`src/rtl/itoa_pkg.sv`:
```
`timescale 1ns / 1ps
// Shared types and constants for the integer-to-ASCII converter.
// No dependencies; used by the controller, datapath and top level.
package itoa_pkg;

  localparam int VALUE_W   = 32;
  localparam int RADIX_W   = 6;
  localparam int DIGIT_W   = 6;
  localparam int CHAR_W    = 7;
  localparam int BIT_CNT_W = $clog2(VALUE_W);

  localparam logic [RADIX_W-1:0] RADIX_MIN = 6'd2;
  localparam logic [RADIX_W-1:0] RADIX_MAX = 6'd36;
  localparam logic [RADIX_W-1:0] DECIMAL   = 6'd10;

  localparam logic [CHAR_W-1:0] CHAR_ZERO  = 7'h30;
  localparam logic [CHAR_W-1:0] CHAR_A     = 7'h61;
  localparam logic [CHAR_W-1:0] CHAR_MINUS = 7'h2d;
  localparam logic [CHAR_W-1:0] CHAR_NONE  = 7'h00;

  typedef enum logic [2:0] {
    ST_IDLE,
    ST_DIV,
    ST_SIGN,
    ST_READ,
    ST_EMIT
  } state_t;

  typedef struct packed {
    logic load;
    logic div_step;
    logic emit_bad;
    logic emit_sign;
    logic rd_issue;
    logic emit_digit;
  } ctrl_cmd_t;

  typedef struct packed {
    logic radix_bad;
    logic bit_last;
    logic quot_zero;
    logic store_full;
    logic negative;
    logic count_zero;
  } dp_status_t;

  function automatic logic [CHAR_W-1:0] digit_char(input logic [DIGIT_W-1:0] d);
    logic [CHAR_W-1:0] dx;
    dx = {1'b0, d};
    if (d < DIGIT_W'(10)) begin
      return CHAR_ZERO + dx;
    end
    return CHAR_A + dx - CHAR_W'(10);
  endfunction

endpackage

```
`src/rtl/itoa_ram.sv`:
```
`timescale 1ns / 1ps
// Generic simple dual-port RAM, one write and one registered read port.
// No dependencies.
module itoa_ram #(
  parameter int WIDTH = 6,
  parameter int DEPTH = 32
) (
  input  logic                     clk,
  input  logic                     we,
  input  logic [$clog2(DEPTH)-1:0] waddr,
  input  logic [WIDTH-1:0]         wdata,
  input  logic [$clog2(DEPTH)-1:0] raddr,
  output logic [WIDTH-1:0]         rdata
);

  logic [WIDTH-1:0] mem [DEPTH];

  always_ff @(posedge clk) begin
    if (we) begin
      mem[waddr] <= wdata;
    end
    rdata <= mem[raddr];
  end

endmodule

```
`src/rtl/itoa_ctrl.sv`:
```
`timescale 1ns / 1ps
// Sequencer for the converter: reject a bad radix, or divide digits, then emit sign and digits.
// Depends on itoa_pkg.
module itoa_ctrl (
  input  logic                 clk,
  input  logic                 rst,
  input  logic                 start,
  input  itoa_pkg::dp_status_t status,
  output itoa_pkg::ctrl_cmd_t  cmd,
  output logic                 busy
);

  import itoa_pkg::*;

  state_t state, state_next;

  always_ff @(posedge clk) begin
    if (rst) begin
      state <= ST_IDLE;
    end else begin
      state <= state_next;
    end
  end

  always_comb begin
    state_next = state;
    cmd        = '0;
    case (state)
      ST_IDLE: begin
        if (start) begin
          if (status.radix_bad) begin
            cmd.emit_bad = 1'b1;
          end else begin
            cmd.load   = 1'b1;
            state_next = ST_DIV;
          end
        end
      end
      ST_DIV: begin
        cmd.div_step = 1'b1;
        // stop gathering once the quotient is gone or the store is full
        if (status.bit_last && (status.quot_zero || status.store_full)) begin
          state_next = status.negative ? ST_SIGN : ST_READ;
        end
      end
      ST_SIGN: begin
        cmd.emit_sign = 1'b1;
        state_next    = ST_READ;
      end
      ST_READ: begin
        cmd.rd_issue = 1'b1;
        state_next   = ST_EMIT;
      end
      ST_EMIT: begin
        cmd.emit_digit = 1'b1;
        state_next     = status.count_zero ? ST_IDLE : ST_READ;
      end
      default: begin
        state_next = ST_IDLE;
      end
    endcase
  end

  assign busy = (state != ST_IDLE);

endmodule

```
`src/rtl/itoa_dp.sv`:
```
`timescale 1ns / 1ps
// Datapath: bit-serial restoring divider, digit store and output registers.
// Depends on itoa_pkg and itoa_ram.
module itoa_dp #(
  parameter int DIGIT_DEPTH = 32
) (
  input  logic                            clk,
  input  logic                            rst,
  input  logic signed [itoa_pkg::VALUE_W-1:0] value,
  input  logic [itoa_pkg::RADIX_W-1:0]    radix,
  input  itoa_pkg::ctrl_cmd_t             cmd,
  output itoa_pkg::dp_status_t            status,
  output logic                            strobe,
  output logic [itoa_pkg::CHAR_W-1:0]     char_code,
  output logic                            last,
  output logic                            bad_radix
);

  import itoa_pkg::*;

  localparam int AW = $clog2(DIGIT_DEPTH);
  localparam int CW = $clog2(DIGIT_DEPTH + 1);

  logic [VALUE_W-1:0]   remaining;
  logic [DIGIT_W-1:0]   rem;
  logic [RADIX_W-1:0]   radix_q;
  logic [BIT_CNT_W-1:0] bit_cnt;
  logic [CW-1:0]        count;
  logic                 negative;

  logic [DIGIT_W:0]     partial;
  logic [DIGIT_W:0]     diff;
  logic                 q_bit;
  logic [DIGIT_W-1:0]   rem_next;
  logic [VALUE_W-1:0]   remaining_next;
  logic [CW-1:0]        count_dec;
  logic                 neg_in;
  logic                 bit_last;
  logic [DIGIT_W-1:0]   rdata;

  // shift in the next dividend bit, subtract the radix where it fits
  always_comb begin
    partial        = {rem, remaining[VALUE_W-1]};
    diff           = partial - {1'b0, radix_q};
    q_bit          = (partial >= {1'b0, radix_q});
    rem_next       = q_bit ? diff[DIGIT_W-1:0] : partial[DIGIT_W-1:0];
    remaining_next = {remaining[VALUE_W-2:0], q_bit};
  end

  assign bit_last  = (bit_cnt == BIT_CNT_W'(VALUE_W - 1));
  assign count_dec = count - CW'(1);
  assign neg_in    = (radix == DECIMAL) && value[VALUE_W-1];

  assign status.radix_bad  = (radix < RADIX_MIN) || (radix > RADIX_MAX);
  assign status.bit_last   = bit_last;
  assign status.quot_zero  = (remaining_next == '0);
  assign status.store_full = (count == CW'(DIGIT_DEPTH - 1));
  assign status.negative   = negative;
  assign status.count_zero = (count == '0);

  always_ff @(posedge clk) begin
    if (rst) begin
      remaining <= '0;
      rem       <= '0;
      bit_cnt   <= '0;
      count     <= '0;
      negative  <= 1'b0;
      strobe    <= 1'b0;
    end else begin
      strobe <= cmd.emit_bad || cmd.emit_sign || cmd.emit_digit;
      if (cmd.load) begin
        negative  <= neg_in;
        remaining <= neg_in ? (VALUE_W'(0) - VALUE_W'(value)) : VALUE_W'(value);
        rem       <= '0;
        bit_cnt   <= '0;
        count     <= '0;
      end else if (cmd.div_step) begin
        remaining <= remaining_next;
        bit_cnt   <= bit_cnt + BIT_CNT_W'(1);
        if (bit_last) begin
          rem   <= '0;
          count <= count + CW'(1);
        end else begin
          rem <= rem_next;
        end
      end else if (cmd.rd_issue) begin
        count <= count_dec;
      end
    end
  end

  always_ff @(posedge clk) begin
    if (cmd.load) begin
      radix_q <= radix;
    end
    if (cmd.emit_bad) begin
      char_code <= CHAR_NONE;
      last      <= 1'b1;
      bad_radix <= 1'b1;
    end else if (cmd.emit_sign) begin
      char_code <= CHAR_MINUS;
      last      <= 1'b0;
      bad_radix <= 1'b0;
    end else if (cmd.emit_digit) begin
      char_code <= digit_char(rdata);
      last      <= (count == '0);
      bad_radix <= 1'b0;
    end
  end

  itoa_ram #(
    .WIDTH (DIGIT_W),
    .DEPTH (DIGIT_DEPTH)
  ) u_store (
    .clk   (clk),
    .we    (cmd.div_step && bit_last),
    .waddr (count[AW-1:0]),
    .wdata (rem_next),
    .raddr (count_dec[AW-1:0]),
    .rdata (rdata)
  );

endmodule

```
`src/rtl/integer_to_radix_ascii.sv`:
```
`timescale 1ns / 1ps
// Top level of the integer-to-ASCII converter, radix 2 to 36.
// Depends on itoa_pkg, itoa_ctrl and itoa_dp.
//
// A word is taken when start is high and busy is low. Each digit is built
// in the one-bit-per-cycle divider, then every digit is read back from
// the digit store and shown, after a leading minus where there is one, and
// the next word can be taken as soon as busy drops. A bad radix gives its
// single error word in the cycle after start and leaves busy low. Each
// character appears on char_code for exactly one cycle with strobe high; the
// receiver cannot stall and must take it then.
module integer_to_radix_ascii #(
  parameter int DIGIT_DEPTH = 32
) (
  input  logic                                clk,
  input  logic                                rst,
  input  logic                                start,
  input  logic signed [itoa_pkg::VALUE_W-1:0] value,
  input  logic [itoa_pkg::RADIX_W-1:0]        radix,
  output logic                                busy,
  output logic                                strobe,
  output logic [itoa_pkg::CHAR_W-1:0]         char_code,
  output logic                                last,
  output logic                                bad_radix
);

  import itoa_pkg::*;

  ctrl_cmd_t  cmd;
  dp_status_t status;

  itoa_ctrl u_ctrl (
    .clk    (clk),
    .rst    (rst),
    .start  (start),
    .status (status),
    .cmd    (cmd),
    .busy   (busy)
  );

  itoa_dp #(
    .DIGIT_DEPTH (DIGIT_DEPTH)
  ) u_dp (
    .clk       (clk),
    .rst       (rst),
    .value     (value),
    .radix     (radix),
    .cmd       (cmd),
    .status    (status),
    .strobe    (strobe),
    .char_code (char_code),
    .last      (last),
    .bad_radix (bad_radix)
  );

endmodule

```
`config.mk`:
```
export PLATFORM = sky130hd
export DESIGN_NAME = integer_to_radix_ascii
export DESIGN_NICKNAME = d
export VERILOG_FILES = /design/src/rtl/itoa_pkg.sv /design/src/rtl/itoa_ram.sv /design/src/rtl/itoa_ctrl.sv /design/src/rtl/itoa_dp.sv /design/src/rtl/integer_to_radix_ascii.sv
export SDC_FILE = /design/constraint.sdc
export NUM_CORES = 1
export LEC_CHECK = 0
export ABC_AREA = 1
export BUFFER_PORTS_ARGS = -buffer_cell sky130_fd_sc_hd__buf_2
export CAP_MARGIN = 20
export CORE_MARGIN = 2
export CORE_UTILIZATION = 64
export CTS_BUF_LIST = sky130_fd_sc_hd__clkbuf_4
export DETAILED_ROUTE_END_ITERATION = 8
export PLACE_DENSITY = 0.82
export SLEW_MARGIN = 20
export SYNTH_ARGS = -nofsm -noshare
export SYNTH_HDL_FRONTEND = slang
export SYNTH_SLANG_ARGS = --single-unit
```
`constraint.sdc`:
```
create_clock -name clk -period 2.71 [get_ports clk]
set_input_delay 0.6775 -clock clk [delete_from_list [all_inputs] [get_ports clk]]
set_output_delay 0.6775 -clock clk [all_outputs]
set_load 0.02 [all_outputs]
```
==> flow_summary_export.csv <==
group,metric,value,unit
clocking,ctsHtreeMaxLevel,3,
layout,final_nets,1530,
synthesis,ys_seq_area_frac,0.566,
pwr,design_power_total,8.85,mW
synthesis,synthesized_instance_count,1386,
detailed_routing,dr_total_vias,10300,
synthesis,synth-edff-count,198,
setup_path,worstReg2RegEnd,"u_dp.u_store.mem[26][1]",
die,die_w,146,um
global_routing,grt_max_degree,56,
synthesis,synth_area_per_cell,9.34,um^2
setup_path,r2r.worst_path.cells,10,
placed_design,placed_cell_area,13400,um^2
setup_path,timing.reg2reg.setup_slack,0.22,ns
placed_design,numPortBuffers,51,
clocking,cts_buffer_depth,3,
timing,slew_headroom,0.392,
min_path,origin_of_the_worst_min_delay_path,"radix[3]",
pwr,p_leak,5.43,nW
synthesis,yosys.cell_types.count,49,
clocking,clock-root-buffer,"sky130_fd_sc_hd__clkbuf_4",
clocking,postCtsSetupBuffers,0,
setup_path,start_kind,"flop",
synthesis,synth.largest_area_cell,"sky130_fd_sc_hd__edfxtp_1",
synthesis,synth_nets,1445,
clocking,cts_hold_buffers,0,
die,placeableCoreArea,20000,um^2
die,die_height,146,um
placed_design,gpl.final_weighted_congestion,0.938,
setup_path,r2r_start,"u_dp.radix_q[2]",
min_path,hold_end,"u_dp.radix_q[3]",
detailed_routing,vias_per_cell,5.73,
timing,final-max-slew-violation-count,0,
synthesis,synth_area,12900,um^2
timing,max_slew.worst_pin.slew,0.912,ns
flow_run,cap_viol_max_count,0,
min_path,min_delay_path_depth,1,
die,die_area,21400,um^2
global_routing,grt_remaining_overflow,0,
setup_path,worstPathRequired,2.95,ns
clocking,cts.repair.resized,0,
setup_path,critical_path.endpoint_type,"flop",
layout,stdcell_area,14300,um^2
timing,hold_viol,0,
timing,period_minus_slack,2.49,ns
detailed_routing,initialDrtViolationCount,1006,
run_status,status,"finished, final reports clean",
min_path,holdCritPathClass,"in2reg",
clocking,cts-buffers-inserted,67,
pwr,max-vdd-ir-drop,0.000321,V
die,i_o_pin_count,52,
detailed_routing,antenna_left,0,
clocking,clk_transition_reported_paths,0.06,ns
synthesis,synth.yosys.warnings,0,
layout,p_r_area_growth_vs_syn,10.5,%
timing,setup_viol,0,
synthesis,postSynth.asyncResetShare,0,
global_routing,first_global_vias,9569,
timing,final.hold.worst_slack,0.223,ns
layout,n_fill_cell,1490,
timing,setup_repair_after_global_routing_missed_its_margin,"false",
die,floorplan.initialDensity,0.646,
setup_path,criticalPathCategory,"reg2reg",
clocking,cts_sinks,267,
setup_path,crit_start,"u_dp.radix_q[2]",
setup_path,critical_path_arrival,2.73,ns
clocking,tritoncts,"built",
clocking,insertion_delay,0.70,ns
synthesis,yosysTopAreaCellShare,0.459,
synthesis,synth_seq_cells,267,
timing,clock_skew,0.0690,ns
timing,fmax,402,MHz
timing,setup_tns,0,ns
die,num_rows,52,
setup_path,crit_fanout,33,
detailed_routing,drc,0,
global_routing,global_route_wire_length_before_repair,47700,um
detailed_routing,drt_wl_total,30100,um
layout,share_of_cells_above_drive_strength_1,0.172,
detailed_routing,first_pass_iters,5,
layout,final_core_util,0.714,
synthesis,synth.area.top_cells,"sky130_fd_sc_hd__edfxtp_1, sky130_fd_sc_hd__dfxtp_1, sky130_fd_sc_hd__nor2_1",
global_routing,overall_global_routing_usage,0.280,
global_routing,initial_antenna_violation_count,1,
detailed_routing,wl_per_cell,16.8,um
timing,final_min_period_over_clock_period,0.918,
synthesis,synth_ff_type,"sky130_fd_sc_hd__edfxtp_1",
pwr,cellPowerDensity,618,nW/um^2
placed_design,place.detailed.hpwl,19800,um
[layer usage]
| layer | up-vias | wire (um) | GRT usage |
|---|---|---|---|
| li1 | 4937 | - | - |
| met1 | 4729 | 12300 | 0.384 |
| met2 | 522 | 14200 | 0.443 |
| met3 | 81 | 2780 | 0.0606 |
| met4 | 0 | 841 | 0.106 |
| met5 | - | 0 | 0 |
[kinds of logic after synthesis]
logic type / count (synthesis) / synth area share
AO/OA/AOI/OAI: 306 / 0.131
XOR/XNOR: 31 / 0.0216
adder cells (fa/ha/maj): 18 / 0.0180
buffers and inverters: 170 / 0.0639
flip-flops: 267 / 0.566
multiplexers: 12 / 0.00928
AND/OR/NAND/NOR: 582 / 0.190
[where the power goes]
group	internal [mW]	total, mW	switching (mW)	leakage (nW)
Sequential	4.49	4.55	0.0577	2.40
Combinational	0.266	0.837	0.571	2.50
Clock	1.89	3.46	1.58	0.530
Total	6.64	8.85	2.21	5.43
[how the worst max path moves through the flow]
stage	to	slack (ns)	depth (start not counted)
after floorplan	u_dp.u_store.rdata[2]	0.55	14
after global placement	u_dp.u_store.mem[7][0]	0.36	8
after detailed placement	u_dp.u_store.mem[31][1]	0.26	10
after CTS	u_dp.u_store.mem[28][1]	0.23	10
after global routing	u_dp.u_store.mem[24][1]	0.01	10
final	u_dp.u_store.mem[26][1]	0.22	10
[placed cells by master, fill, tap and decap left out, drive strengths merged, types with 26 or more instances in the layout]
| cell type | n |
|---|---|
| inv | 105 |
| xor2 | 26 |
| a21oi | 58 |
| o21ai | 204 |
| nand2 | 248 |
| nand3 | 44 |
| nor2 | 262 |
| buf | 81 |
| edfxtp | 198 |
| clkbuf | 100 |
| dfxtp | 69 |
[critical path, stage by stage (launching register included)]
cell                       delay, ns
sky130_fd_sc_hd__edfxtp_1       0.33
sky130_fd_sc_hd__inv_1          0.05
sky130_fd_sc_hd__ha_1           0.36
sky130_fd_sc_hd__a21oi_2        0.17
sky130_fd_sc_hd__nand2_2        0.10
sky130_fd_sc_hd__nand3_2        0.08
sky130_fd_sc_hd__nand2_2        0.06
sky130_fd_sc_hd__nor2_4         0.37
sky130_fd_sc_hd__inv_1          0.10
sky130_fd_sc_hd__nand2_1        0.09
sky130_fd_sc_hd__nand2_2        0.34
[cell type report]
cell class / count / area, um^2 / share of cell area
diodes: 1 / 2.50 / 0.000175
flip-flops and latches: 267 / 7330 / 0.512
clock buffers: 100 / 751 / 0.0525
multi-input cells: 949 / 4790 / 0.335
well taps: 270 / 338 / 0.0236
inverters: 105 / 404 / 0.0283
clock inverters: 19 / 134 / 0.00936
repair buffers: 81 / 556 / 0.0388
[sequential cells by signal, summed over array words and instances, names as in the netlist]
name	count
u_dp.char_code	7
u_dp.radix_q	6
u_dp.rem	6
u_dp.count	6
u_dp.negative	1
u_dp.strobe	1
u_dp.remaining	32
u_ctrl.state	3
u_dp.bit_cnt	5
u_dp.u_store.mem	192
u_dp.u_store.rdata	6
u_dp.bad_radix	1
u_dp.last	1
[stage by stage]
| step | instances | worst slack (ns) |
|---|---|---|
| 6_report | 1792 | 0.222 |
| 5_1_grt | 1792 | 0.0137 |
| 4_1_cts | 1791 | 0.229 |
| 3_5_place_dp | 1672 | 0.257 |
| 3_3_place_gp | 1672 | 0.363 |
| 2_1_floorplan | 1386 | 0.547 |
[cells in the mapped netlist, types with 19 or more instances]
cell / number
sky130_fd_sc_hd__nor2_1: 249
sky130_fd_sc_hd__buf_2: 19
sky130_fd_sc_hd__dfxtp_1: 69
sky130_fd_sc_hd__o21ai_0: 161
sky130_fd_sc_hd__xor2_1: 25
sky130_fd_sc_hd__a21oi_1: 47
sky130_fd_sc_hd__buf_4: 20
sky130_fd_sc_hd__nand3_1: 40
sky130_fd_sc_hd__inv_1: 95
sky130_fd_sc_hd__edfxtp_1: 198
sky130_fd_sc_hd__o21ai_1: 34
sky130_fd_sc_hd__nand2_1: 229
(Power assumes the default switching activity.)
